## config.mk

```make
export PLATFORM = sky130hd
export DESIGN_NAME = battery_level_tracker_top
export DESIGN_NICKNAME = d
export VERILOG_FILES = /design/src/hdl/blt_pkg.sv /design/src/hdl/battery_level_tracker_top.sv /design/src/hdl/blt_cfg_regs.sv /design/src/hdl/blt_step.sv
export SDC_FILE = /design/constraint.sdc
export NUM_CORES = 1
export LEC_CHECK = 0
export ABC_AREA = 1
export BUFFER_PORTS_ARGS = -buffer_cell sky130_fd_sc_hd__buf_2
export CORE_AREA = 2 2 118 235
export CTS_CLUSTER_DIAMETER = 100
export DETAILED_ROUTE_END_ITERATION = 10
export DIE_AREA = 0 0 120 237
export PLACE_DENSITY = 0.55
export SYNTH_ARGS = -nofsm -noshare
export SYNTH_HDL_FRONTEND = slang
export SYNTH_SLANG_ARGS = --single-unit
```

## constraint.sdc

```tcl
create_clock -name clk_i -period 3.2 [get_ports clk_i]
set_input_delay 0.48 -clock clk_i [delete_from_list [all_inputs] [get_ports clk_i]]
set_output_delay 0.48 -clock clk_i [all_outputs]
set_load 0.03 [all_outputs]
```

## src/hdl/blt_pkg.sv

```systemverilog
// blt_pkg: shared types, constants and the level-to-percent mapping for the
// battery level tracker; used by every module in hdl/, depends on nothing
`timescale 1ns / 1ps
`default_nettype none

package blt_pkg;

  localparam int unsigned LevelW   = 5;
  localparam int unsigned PercentW = 7;
  localparam int unsigned CountW   = 16;
  localparam int unsigned CfgIdxW  = 3;
  localparam int unsigned CfgDataW = 16;

  localparam logic [LevelW-1:0]   LevelInvalid = 5'h1F;
  localparam logic [PercentW-1:0] PercentFull  = 7'd100;
  localparam logic [PercentW-1:0] PercentZero  = 7'd0;

  // register indexes on the configuration port
  localparam logic [CfgIdxW-1:0] RegTableSelect  = 3'd0;
  localparam logic [CfgIdxW-1:0] RegEmptyLevel   = 3'd1;
  localparam logic [CfgIdxW-1:0] RegNinetyLevel  = 3'd2;
  localparam logic [CfgIdxW-1:0] RegFullLevel    = 3'd3;
  localparam logic [CfgIdxW-1:0] RegSavedLevel   = 3'd4;
  localparam logic [CfgIdxW-1:0] RegDebounceLim  = 3'd5;

  typedef struct packed {
    logic [LevelW-1:0] measured_level;
    logic              charger_present;
    logic              charge_done;
    logic              startup_elapsed;
  } in_item_t;

  typedef struct packed {
    logic [LevelW-1:0]   level;
    logic [PercentW-1:0] percent;
    logic                save_request;
    logic                update_flag;
    logic                tracking_ready;
  } out_item_t;

  typedef struct packed {
    logic              table_select;
    logic [LevelW-1:0] empty_level;
    logic [LevelW-1:0] ninety_level;
    logic [LevelW-1:0] full_level;
    logic [LevelW-1:0] saved_level;
    logic [CountW-1:0] debounce_limit;
  } cfg_t;

  typedef logic [PercentW-1:0] pct_tbl8_t  [8];
  typedef logic [PercentW-1:0] pct_tbl16_t [16];

  localparam pct_tbl8_t PctTbl8 = '{
    7'd0, 7'd5, 7'd10, 7'd20, 7'd40, 7'd60, 7'd80, 7'd100
  };

  localparam pct_tbl16_t PctTbl16 = '{
    7'd0, 7'd5, 7'd10, 7'd15, 7'd20, 7'd30, 7'd40, 7'd50,
    7'd60, 7'd70, 7'd80, 7'd90, 7'd100, 7'd100, 7'd100, 7'd100
  };

  // clamp at the empty and full levels, otherwise look up the offset
  function automatic logic [PercentW-1:0] level_to_percent(
    input logic [LevelW-1:0] lvl,
    input cfg_t              cfg
  );
    logic [LevelW-1:0]   diff;
    logic [PercentW-1:0] pct;
    diff = lvl - cfg.empty_level;
    if (lvl <= cfg.empty_level) begin
      pct = PercentZero;
    end else if (lvl >= cfg.full_level) begin
      pct = PercentFull;
    end else if (cfg.table_select) begin
      pct = PctTbl16[diff[3:0]];
    end else begin
      pct = PctTbl8[diff[2:0]];
    end
    return pct;
  endfunction

endpackage

`default_nettype wire

```

## src/hdl/battery_level_tracker_top.sv

```systemverilog
// battery_level_tracker_top: input register, tick update and result register
// depends on blt_pkg, blt_cfg_regs and blt_step
//
//  channel  | direction | handshake            | payload
//  ---------+-----------+----------------------+----------------------------
//  in       | in        | in_valid_i/in_stall_o | in_data_i  (in_item_t)
//  out      | out       | out_valid_o/out_stall_i | out_data_o (out_item_t)
//  cfg      | in        | cfg_valid_i/cfg_ready_o | cfg_index_i, cfg_data_i
//
// one tick per request: a request waits in the input register, the update
// logic runs while it moves into the result register, and one request is
// taken every cycle unless a stall on the output holds the result register.
// reset clears the tracker state and loads the register defaults.
// a stall on the output holds the result register; the input register then
// fills and in_stall_o rises. cfg writes are always taken.
`timescale 1ns / 1ps
`default_nettype none

module battery_level_tracker_top (
  input  wire logic                         clk_i,
  input  wire logic                         rst_ni,
  input  wire logic                         in_valid_i,
  output logic                              in_stall_o,
  input  wire blt_pkg::in_item_t            in_data_i,
  output logic                              out_valid_o,
  input  wire logic                         out_stall_i,
  output blt_pkg::out_item_t                out_data_o,
  input  wire logic                         cfg_valid_i,
  output logic                              cfg_ready_o,
  input  wire logic [blt_pkg::CfgIdxW-1:0]  cfg_index_i,
  input  wire logic [blt_pkg::CfgDataW-1:0] cfg_data_i
);

  blt_pkg::cfg_t      cfg;
  blt_pkg::in_item_t  in_q;
  blt_pkg::out_item_t result;
  blt_pkg::out_item_t out_q;
  logic               in_valid_q;
  logic               out_valid_q;
  logic               out_free;
  logic               step;
  logic               in_take;

  assign cfg_ready_o = 1'b1;

  blt_cfg_regs u_cfg (
    .clk_i       (clk_i),
    .rst_ni      (rst_ni),
    .cfg_valid_i (cfg_valid_i),
    .cfg_index_i (cfg_index_i),
    .cfg_data_i  (cfg_data_i),
    .cfg_o       (cfg)
  );

  // handshake between the two register stages
  assign out_free   = ~out_valid_q | ~out_stall_i;
  assign step       = in_valid_q & out_free;
  assign in_stall_o = in_valid_q & ~out_free;
  assign in_take    = in_valid_i & ~in_stall_o;

  blt_step u_step (
    .clk_i    (clk_i),
    .rst_ni   (rst_ni),
    .step_i   (step),
    .item_i   (in_q),
    .cfg_i    (cfg),
    .result_o (result)
  );

  // input register
  always_ff @(posedge clk_i or negedge rst_ni) begin
    if (!rst_ni) begin
      in_valid_q <= 1'b0;
    end else if (in_take) begin
      in_valid_q <= 1'b1;
    end else if (step) begin
      in_valid_q <= 1'b0;
    end
  end

  always_ff @(posedge clk_i) begin
    if (in_take) begin
      in_q <= in_data_i;
    end
  end

  // result register
  always_ff @(posedge clk_i or negedge rst_ni) begin
    if (!rst_ni) begin
      out_valid_q <= 1'b0;
    end else if (out_free) begin
      out_valid_q <= step;
    end
  end

  always_ff @(posedge clk_i) begin
    if (step) begin
      out_q <= result;
    end
  end

  assign out_valid_o = out_valid_q;
  assign out_data_o  = out_q;

endmodule

`default_nettype wire

```

## src/hdl/blt_cfg_regs.sv

```systemverilog
// blt_cfg_regs: configuration register file of the battery level tracker
// depends on blt_pkg for register indexes and the cfg_t struct
`timescale 1ns / 1ps
`default_nettype none

module blt_cfg_regs (
  input  wire logic                          clk_i,
  input  wire logic                          rst_ni,
  input  wire logic                          cfg_valid_i,
  input  wire logic [blt_pkg::CfgIdxW-1:0]   cfg_index_i,
  input  wire logic [blt_pkg::CfgDataW-1:0]  cfg_data_i,
  output blt_pkg::cfg_t                      cfg_o
);

  blt_pkg::cfg_t cfg_q, cfg_d;

  // decode the register index of a write request
  always_comb begin
    cfg_d = cfg_q;
    if (cfg_valid_i) begin
      unique case (cfg_index_i)
        blt_pkg::RegTableSelect: cfg_d.table_select   = cfg_data_i[0];
        blt_pkg::RegEmptyLevel:  cfg_d.empty_level    = cfg_data_i[blt_pkg::LevelW-1:0];
        blt_pkg::RegNinetyLevel: cfg_d.ninety_level   = cfg_data_i[blt_pkg::LevelW-1:0];
        blt_pkg::RegFullLevel:   cfg_d.full_level     = cfg_data_i[blt_pkg::LevelW-1:0];
        blt_pkg::RegSavedLevel:  cfg_d.saved_level    = cfg_data_i[blt_pkg::LevelW-1:0];
        blt_pkg::RegDebounceLim: cfg_d.debounce_limit = cfg_data_i[blt_pkg::CountW-1:0];
        default:                 cfg_d = cfg_q;
      endcase
    end
  end

  always_ff @(posedge clk_i or negedge rst_ni) begin
    if (!rst_ni) begin
      cfg_q.table_select   <= 1'b0;
      cfg_q.empty_level    <= '0;
      cfg_q.ninety_level   <= '0;
      cfg_q.full_level     <= blt_pkg::LevelInvalid;
      cfg_q.saved_level    <= blt_pkg::LevelInvalid;
      cfg_q.debounce_limit <= 16'd320;
    end else begin
      cfg_q <= cfg_d;
    end
  end

  assign cfg_o = cfg_q;

endmodule

`default_nettype wire

```

## src/hdl/blt_step.sv

```systemverilog
// blt_step: tracker state registers and the single-pass update logic for one
// check tick; depends on blt_pkg for item types and the percent mapping
`timescale 1ns / 1ps
`default_nettype none

module blt_step (
  input  wire logic              clk_i,
  input  wire logic              rst_ni,
  input  wire logic              step_i,
  input  wire blt_pkg::in_item_t item_i,
  input  wire blt_pkg::cfg_t     cfg_i,
  output blt_pkg::out_item_t     result_o
);

  logic                              first_pass_q, first_pass_d;
  logic [blt_pkg::LevelW-1:0]        level_q, level_d;
  logic [blt_pkg::CountW-1:0]        count_q, count_d;
  logic [blt_pkg::PercentW-1:0]      percent_q, percent_d;

  logic [blt_pkg::CountW-1:0]        count_inc;
  logic [blt_pkg::LevelW-1:0]        map_level;
  logic                              save;

  assign count_inc   = count_q + 1'b1;

  // next state for one tick
  always_comb begin
    first_pass_d = first_pass_q;
    level_d      = level_q;
    count_d      = count_q;
    percent_d    = percent_q;
    map_level    = level_q;
    save         = 1'b0;
    if (first_pass_q) begin
      // adopt the saved level, or the measured one once startup is over
      if (cfg_i.saved_level != blt_pkg::LevelInvalid) begin
        map_level    = cfg_i.saved_level;
        first_pass_d = 1'b0;
        level_d      = map_level;
        percent_d    = blt_pkg::level_to_percent(map_level, cfg_i);
      end else if (item_i.startup_elapsed) begin
        map_level    = item_i.measured_level;
        first_pass_d = 1'b0;
        level_d      = map_level;
        percent_d    = blt_pkg::level_to_percent(map_level, cfg_i);
        save         = 1'b1;
      end
    end else if (item_i.charger_present) begin
      if (item_i.measured_level > level_q) begin
        count_d = count_inc;
        if (item_i.charge_done) begin
          level_d = cfg_i.full_level;
          if (percent_q != blt_pkg::PercentFull) begin
            percent_d = blt_pkg::PercentFull;
            save      = 1'b1;
          end
        end else if (count_inc > cfg_i.debounce_limit) begin
          count_d = '0;
          if (cfg_i.ninety_level > level_q) begin
            map_level = level_q + 1'b1;
            level_d   = map_level;
            percent_d = blt_pkg::level_to_percent(map_level, cfg_i);
            save      = 1'b1;
          end
        end
      end
    end else begin
      if (item_i.measured_level < level_q) begin
        count_d = count_inc;
        if (count_inc > cfg_i.debounce_limit) begin
          count_d = '0;
          if (cfg_i.empty_level < level_q) begin
            map_level = level_q - 1'b1;
            level_d   = map_level;
            percent_d = blt_pkg::level_to_percent(map_level, cfg_i);
            save      = 1'b1;
          end
        end
      end
    end
  end

  always_ff @(posedge clk_i or negedge rst_ni) begin
    if (!rst_ni) begin
      first_pass_q <= 1'b1;
      level_q      <= '0;
      count_q      <= '0;
      percent_q    <= '0;
    end else if (step_i) begin
      first_pass_q <= first_pass_d;
      level_q      <= level_d;
      count_q      <= count_d;
      percent_q    <= percent_d;
    end
  end

  // result of this tick
  always_comb begin
    result_o.level          = level_d;
    result_o.percent        = percent_d;
    result_o.save_request   = save;
    result_o.update_flag    = save;
    result_o.tracking_ready = ~first_pass_d;
  end

endmodule

`default_nettype wire

```

==> impl_results.md, run 1 <==
* DRC at 0
* Final Util at 0.3564
* Placed Instance Area at 0.008879 mm^2
* FF+latch area at 0.002379 mm^2
* Critical-path maximum fanout at 5
* Tightest Pin Transition at 0.9669 ns
* Largest cells by area after synthesis: dfrtp_1 (17%), ha_1 (15%), nand2_1 (13%)
* Die H at 237 um
* Vias at 7,716
* DP Worst Slack at -0.2357 ns
* CTS root buffer: clkbuf_16
* Hold/Removal Path Class: input pin to asynchronous set/reset pin
* Synth area leader: dfrtp_1
* Layout cell share with drive strength beyond 1 at 0.1934
* HPWL after detailed placement at 18,350 um
* Syn nets at 1,216
* CTS HTree Levels at 3
* CTS tree: built
* Global Route Usage Sum at 0.1759
* Clk Latency, worst-skew pair at 0.37 ns
* Critical Path AT at 3.68 ns
* Fmax at 281.3 MHz
* # rows at 85
* Wire per inst at 15.66 um
* Commonest non-fill, non-tap cell in the layout: nand2_1
* WP data required at 3.33 ns
* Total CTS buffers at 9
* Clk sinks at 90
* CP Capture Type: flip-flop
* Core area at 0.02669 mm^2
* Largest family of logic cells by synthesized area: simple AND/OR/NAND/NOR gates
* Number of routed nets with antenna violations at 0
* Pins Over Slew Limit at 0
* Min setup slack post-route at -0.3553 ns
* Mean Syn Cell Area at 7.244 um^2
* Status: finished, violations left
* Leakage at 4.825 nW
* I/O Buffers at 48
* Violated checks: negative setup slack
* P&R area growth vs syn at 20.82%
* Vias in the first global route at 7,528
* GPL Wtd Cong at 0.9144
* Area occupied by multi-input gates at 0.004902 mm^2
* Worst-case clock buffer depth at 2
* Final period utilization at 1.111
* Post-synthesis mux area share at 0
* Post-Synth Simple-Gate Area at 0.3003
* Max-cap violation count at 0
* Count of hold-fix buffers inserted at cts at 0
* Post-Synth Adder-Cell Area at 0.1580
* Post-synthesis cell count at 1,087
* Met2 usage at 0.3029
* Total iterations of the first detailed-routing run at 5
* Global-route wire length before repair at 39,050 um
* Met3 Resource Use GR at 0.02505
* Final Skew at 0.009210 ns
* Final WL at 24,330 um
* Pwr per Cell Area at 911.1 mW/mm^2
* Initial antenna violation count at 0
* Post-synthesis xor/xnor area fraction at 0.01557
* Grt peak-use layer: met2
* GRT overflow at 0
* RSZ-0062 raised after global routing: yes
* Largest net degree at the start of global routing at 69
* Worst VDD drop at 0.4185 mV
* Die area at 0.02844 mm^2
* Synth warn at 0
* Synth cell types at 51
* Final hold vios at 0
* Most frequent cells in the layout: nand2_1 (267), inv_1 (156), ha_1 (92), nand3_1 (80), buf_4 (72)
* IO Count at 50
* Die X at 120 um
* Critical path type: flip-flop to flip-flop
* Mapped cell area at 0.007874 mm^2
* Design Area, Final at 0.009513 mm^2
* Total power at 8.668 mW
* NumNets Final at 1,329
* # diodes at 0
* Yosys top cell area share at 0.1748
* Met1 usage at 0.2191
* Crit path time final at 3.555 ns
* Register area share after synthesis at 0.3021
* #FFs+latches synth at 90
* Max-slew headroom at 0.3538
* Vias per cell at 4.968
* Synth Area in Compound Gates at 0.1286
* Final number of setup-violating endpoints at 41
* Fillers at 2,799
* Startpoint Class: flip-flop
* Reg clk slew, reported paths at 0.07 ns
* Starting density of the core at 0.2950
* Starting DRT DRC Count at 540
## final cells by class
cell class                 instances  share of cell area
tap                              348             0.04577
clock inverter                     7            0.009996
sequential                        90              0.2500
inverter                         165             0.06537
multi-input combinational        809              0.5153
timing repair buffer             125             0.08983
clock buffer                       9             0.02367
## Yosys cell counts (all sizes together)
cell type  count
nand4         21
nand2        283
a21o           2
a21oi         60
nor2          87
o211ai        12
nand3b        13
nor3           4
o21a           2
o31ai          2
edfxtp        22
ha            93
conb           1
dfrtp         55
inv          164
o21ai         77
a31oi          3
and2           8
xor2          14
or2            6
a2bb2oi        1
dfstp         13
clkbuf        12
o21bai         1
fa             4
nand3         95
o221ai         3
nor4b          1
clkinv         1
a21boi         2
buf           12
o22ai         13
## sequential cells by signal, indices dropped and copies added (netlist names)
name,count
in_q,8
in_valid_q,1
out_data_o,14
out_valid_o,1
u_cfg.cfg_o,37
u_step.count_q,16
u_step.first_pass_q,1
u_step.level_q,5
u_step.percent_q,7
## report_power, final
part / switching (mW) / internal (mW)
Combinational: 3.58 / 2.14
Sequential: 0.285 / 1.51
Clock: 0.523 / 0.628
Total: 4.39 / 4.28
## cells by family (layout without fill, tap and decap cells)
logic type,count (synthesis),after routing
AOI/OAI and AO/OA,178,178
xor gates and xnor gates,14,14
adders and majority gates,97,97
buffers and inverters,189,306
DFF,90,90
other,1,1
and+or+nand+nor,518,519
## critical path, stage by stage, from the launching register on
cell and delay (ns):
dfrtp_1 0.38, ha_2 0.19, nand2_2 0.05, nor2_2 0.09, nand4_1 0.09, or2_1 0.25, nor2_2 0.15, nand2_2 0.09
nor3_2 0.16, nand2_1 0.09, nand2_2 0.10, inv_1 0.07, ha_1 0.28, nand2_1 0.08, nor2_2 0.14, nand2_1 0.09
inv_1 0.07, nand2_2 0.07, nand2_4 0.10, nand3_4 0.15, nor2_4 0.17, nand2_1 0.09, nand3_1 0.09, nand3_2 0.09
and2_1 0.16
## path summary, 6_finish.rpt
kind                              startpoint        endpoint  slack [ns]  cells past startpoint
setup / recovery           u_step.count_q[0]   out_data_o[9]       -0.36                     24
hold / removal                        rst_ni     out_valid_o        0.11                      2
setup reg to reg           u_step.count_q[0]   out_data_o[9]       -0.36                     24
hold reg to reg               u_cfg.cfg_o[4]  u_cfg.cfg_o[4]        0.49                      2
max in group asynchronous             rst_ni  u_cfg.cfg_o[8]        2.71                      2
min in group clk_i              in_data_i[3]         in_q[3]        0.29                      1
## layer usage
layer | routed length [um] | vias to the layer above | part of all wire
met5 | 0 | - | 0
met4 | 786 | 0 | 0.032
met3 | 1305 | 62 | 0.054
met2 | 12060 | 244 | 0.50
met1 | 10170 | 3604 | 0.42
li1 | - | 3806 | -
## stage by stage
step / hold WS (ns) / TNS, ns / instances
6_report: 0.1070 / -8.148 / 1553
5_1_grt: 0.1317 / -20.28 / 1553
4_1_cts: 0.1178 / -3.686 / 1550
3_5_place_dp: 0.4790 / -4.035 / 1516
3_3_place_gp: 0.4716 / -2.315 / 1516
2_1_floorplan: 0.1844 / 0 / 1087
## repair_timing
item                                    4_1_cts  5_1_grt
gates resized for setup                      23       22
pin swaps                                     7        4
endpoints found under the setup margin       41       41
cloned                                        1        0
setup buffers                                17        3
(Power assumes the default switching activity.)
==> run 2: changes to the inputs <==
--- a/config.mk
+++ b/config.mk
@@ -7,11 +7,14 @@
 export LEC_CHECK = 0
 export ABC_AREA = 1
 export BUFFER_PORTS_ARGS = -buffer_cell sky130_fd_sc_hd__buf_2
+export CELL_PAD_IN_SITES_DETAIL_PLACEMENT = 1
+export CELL_PAD_IN_SITES_GLOBAL_PLACEMENT = 1
 export CORE_AREA = 2 2 118 235
 export CTS_CLUSTER_DIAMETER = 100
 export DETAILED_ROUTE_END_ITERATION = 10
 export DIE_AREA = 0 0 120 237
-export PLACE_DENSITY = 0.55
+export PLACE_DENSITY = 0.68
 export SYNTH_ARGS = -nofsm -noshare
 export SYNTH_HDL_FRONTEND = slang
 export SYNTH_SLANG_ARGS = --single-unit
+export TNS_END_PERCENT = 10
==> impl_results.md, run 2 (synthesis results as in run 1) <==
* CP Capture Type: flip-flop
* Initial antenna violation count at 0 (unchanged)
* Die area at 0.02844 mm^2 (unchanged)
* Die H at 237 um (unchanged)
* Total iterations of the first detailed-routing run at 4 (-1)
* Min setup slack post-route at -0.3253 ns (+0.03000 ns)
* Hold slack final at 0.04598 ns (-0.06103 ns)
* Starting density of the core at 0.2950 (unchanged)
* Final number of setup-violating endpoints at 30 (-27%)
* Clk sinks at 90 (unchanged)
* CTS tree: built
* Pins Over Slew Limit at 0 (unchanged)
* GRT overflow at 0 (unchanged)
* Largest net degree at the start of global routing at 33 (-52%)
* NumNets Final at 1,328 (-0.075%)
* Sequential Power Share at 0.200 (-0.007)
* RSZ-0062 raised after global routing: yes
* Final Util at 0.3619 (+0.005531)
* Vias at 7,660 (-0.73%)
* Total CTS buffers at 9 (unchanged)
* IO Count at 50 (unchanged)
* Max-cap violation count at 0 (unchanged)
* Status: finished, violations left
* Slowest-stage cell, CP: dfrtp_1
* Violated checks: negative setup slack
* Global-route wire length before repair at 42,770 um (+9.5%)
* Pint at 4.338 mW (+1.4%)
* # rows at 85 (unchanged)
* WP data required at 3.32 ns (about the same)
* Tightest Pin Transition at 1.025 ns (+0.05834 ns)
* Final TNS setup at -6.290 ns (+1.858 ns)
* Fmax at 283.7 MHz (+0.85%)
* Switching share of power at 0.5161 (+0.009572)
* Placed Instance Area at 0.008894 mm^2 (+0.17%)
* Total power at 8.965 mW (+3.4%)
* HPWL after detailed placement at 20,380 um (+11%)
* CTS HTree Levels at 3 (unchanged)
* Most frequent cells in the layout: nand2_1 (262), inv_1 (153), ha_1 (88), nand3_1 (84)
* Crit path cell chain: ha_2 > nand2_2 > nor2_4 > nand4_1 > or2_4 > nor2_4 > nand2_2 > nor3_4 > nand2_2 > nand2_4 > inv_4 > ha_4 > nand2_4 > nor2_4 > nand2_4 > inv_2 > nand2_2 > nand2_4 > nand3_4 > nor2_4 > nand2_1 > nand3_1 > nand3_1 > and2_1
* Gate power share at 0.681 (+0.020)
* I/O Buffers at 48 (unchanged)
* Count of hold-fix buffers inserted at cts at 0 (unchanged)
* Clk Latency, worst-skew pair at 0.38 ns (about the same)
* Pwr per Cell Area at 928.0 mW/mm^2 (+1.9%)
* Wire per inst at 17.24 um (+10%)
* CTS root buffer: clkbuf_16
* Final hold vios at 0 (unchanged)
* Crit path time final at 3.525 ns (-0.03000 ns)
* Global Route Usage Sum at 0.1910 (+0.01507)
* Number of routed nets with antenna violations at 0 (unchanged)
* Critical Path Max Stage Delay at 0.40 ns (+0.02 ns)
* # diodes at 0 (unchanged)
* Inst Count DP at 1,518 (+0.13%)
* Largest register FFs at 37 (unchanged)
* Critical-path maximum fanout at 5 (unchanged)
* Startpoint Class: flip-flop
* Final Skew at 0.01645 ns (+0.007239 ns)
* Design Area, Final at 0.009661 mm^2 (+1.6%)
* Critical path type: flip-flop to flip-flop
* Commonest non-fill, non-tap cell in the layout: nand2_1
* DRC at 0 (unchanged)
* Worst VDD drop at 0.3611 mV (-14%)
* Leakage at 4.827 nW (about the same)
* Starting DRT DRC Count at 321 (-41%)
* Vias in the first global route at 8,182 (+8.7%)
* Fillers at 3,304 (+18%)
* Die X at 120 um (unchanged)
* Power share of the clock group at 0.119 (-0.014)
* Net Switching at 4.627 mW (+5.4%)
* Layout cell share with drive strength beyond 1 at 0.2035 (+0.01013)
* Reg clk slew, reported paths at 0.08 ns (about the same)
* Worst-case clock buffer depth at 2 (unchanged)
* Hold/Removal Path Class: input pin to asynchronous set/reset pin
* Vias per cell at 4.936 (-0.66%)
* DP Worst Slack at -0.3233 ns (-0.08758 ns)
* GPL Wtd Cong at 0.9170 (+0.28%)
* Final cell count without fillers at 1,552 (-0.064%)
* Critical Path AT at 3.65 ns (-0.03 ns)
* Max-slew headroom at 0.3148 (-0.03898)
* Final WL at 26,750 um (+10%)
* Final period utilization at 1.102 (-0.009376)
* P&R area growth vs syn at 22.69%
* Core area at 0.02669 mm^2 (unchanged)
==> run 2: power by group through the flow <==
stage,Clock [mW],Sequential (mW),Combinational [mW]
global route,1.14,1.83,6.88
detailed placement,0,1.80,5.75
floorplan,0,1.78,3.74
global placement,0,1.79,5.50
CTS,1.10,1.78,5.97
finish,1.07,1.79,6.11
==> run 2: critical path: cells and delay by family, from the launching register on <==
family	cells	cell delay [ns]
buffers and inverters	2	0.10
adder cells (fa/ha/maj)	2	0.47
AND/OR/NAND/NOR	20	2.30
flip-flops	1	0.40
==> run 2: area by class of cell <==
type                    instances  area [um^2]  share of cell area
well taps                     348        435.4             0.04507
clock buffers                  10        239.0             0.02474
multi-input cells             810         5074              0.5252
inverters                     165        626.9             0.06489
repair buffers                123        859.6             0.08898
flip-flops and latches         90         2379              0.2462
clock inverters                 6        47.55            0.004922
==> run 2: routing by layer <==
layer / wire [um] / part of all wire / GRT usage / vias to the layer above
met2: 13820 / 0.52 / 0.3416 / 102
li1: - / - / - / 3806
met1: 11620 / 0.43 / 0.2327 / 3720
met3: 653 / 0.024 / 0.02216 / 32
met5: 0 / 0 / 0 / -
met4: 648 / 0.024 / 0.06774 / 0
==> run 2: repair_timing <==
item                                   in CTS  in global routing
cloned                                      2                  0
buffers inserted                           11                  5
pin swaps                                  24                 19
setup endpoints to repair                  41                 41
endpoints found under the hold margin       0                  0
gates resized for setup                    51                 32
==> run 2: path summary, 6_finish.rpt <==
| kind | to | startpoint | cells past startpoint | slack [ns] |
|---|---|---|---|---|
| min | u_step.percent_q[5] | rst_ni | 1 | 0.05 |
| max in group asynchronous | u_cfg.cfg_o[20] | rst_ni | 2 | 2.40 |
| min reg2reg | u_cfg.cfg_o[4] | u_cfg.cfg_o[4] | 2 | 0.49 |
| min in group clk_i | in_q[6] | in_data_i[6] | 1 | 0.28 |
| max reg2reg | out_data_o[9] | u_step.count_q[1] | 24 | -0.33 |
| max | out_data_o[9] | u_step.count_q[1] | 24 | -0.33 |
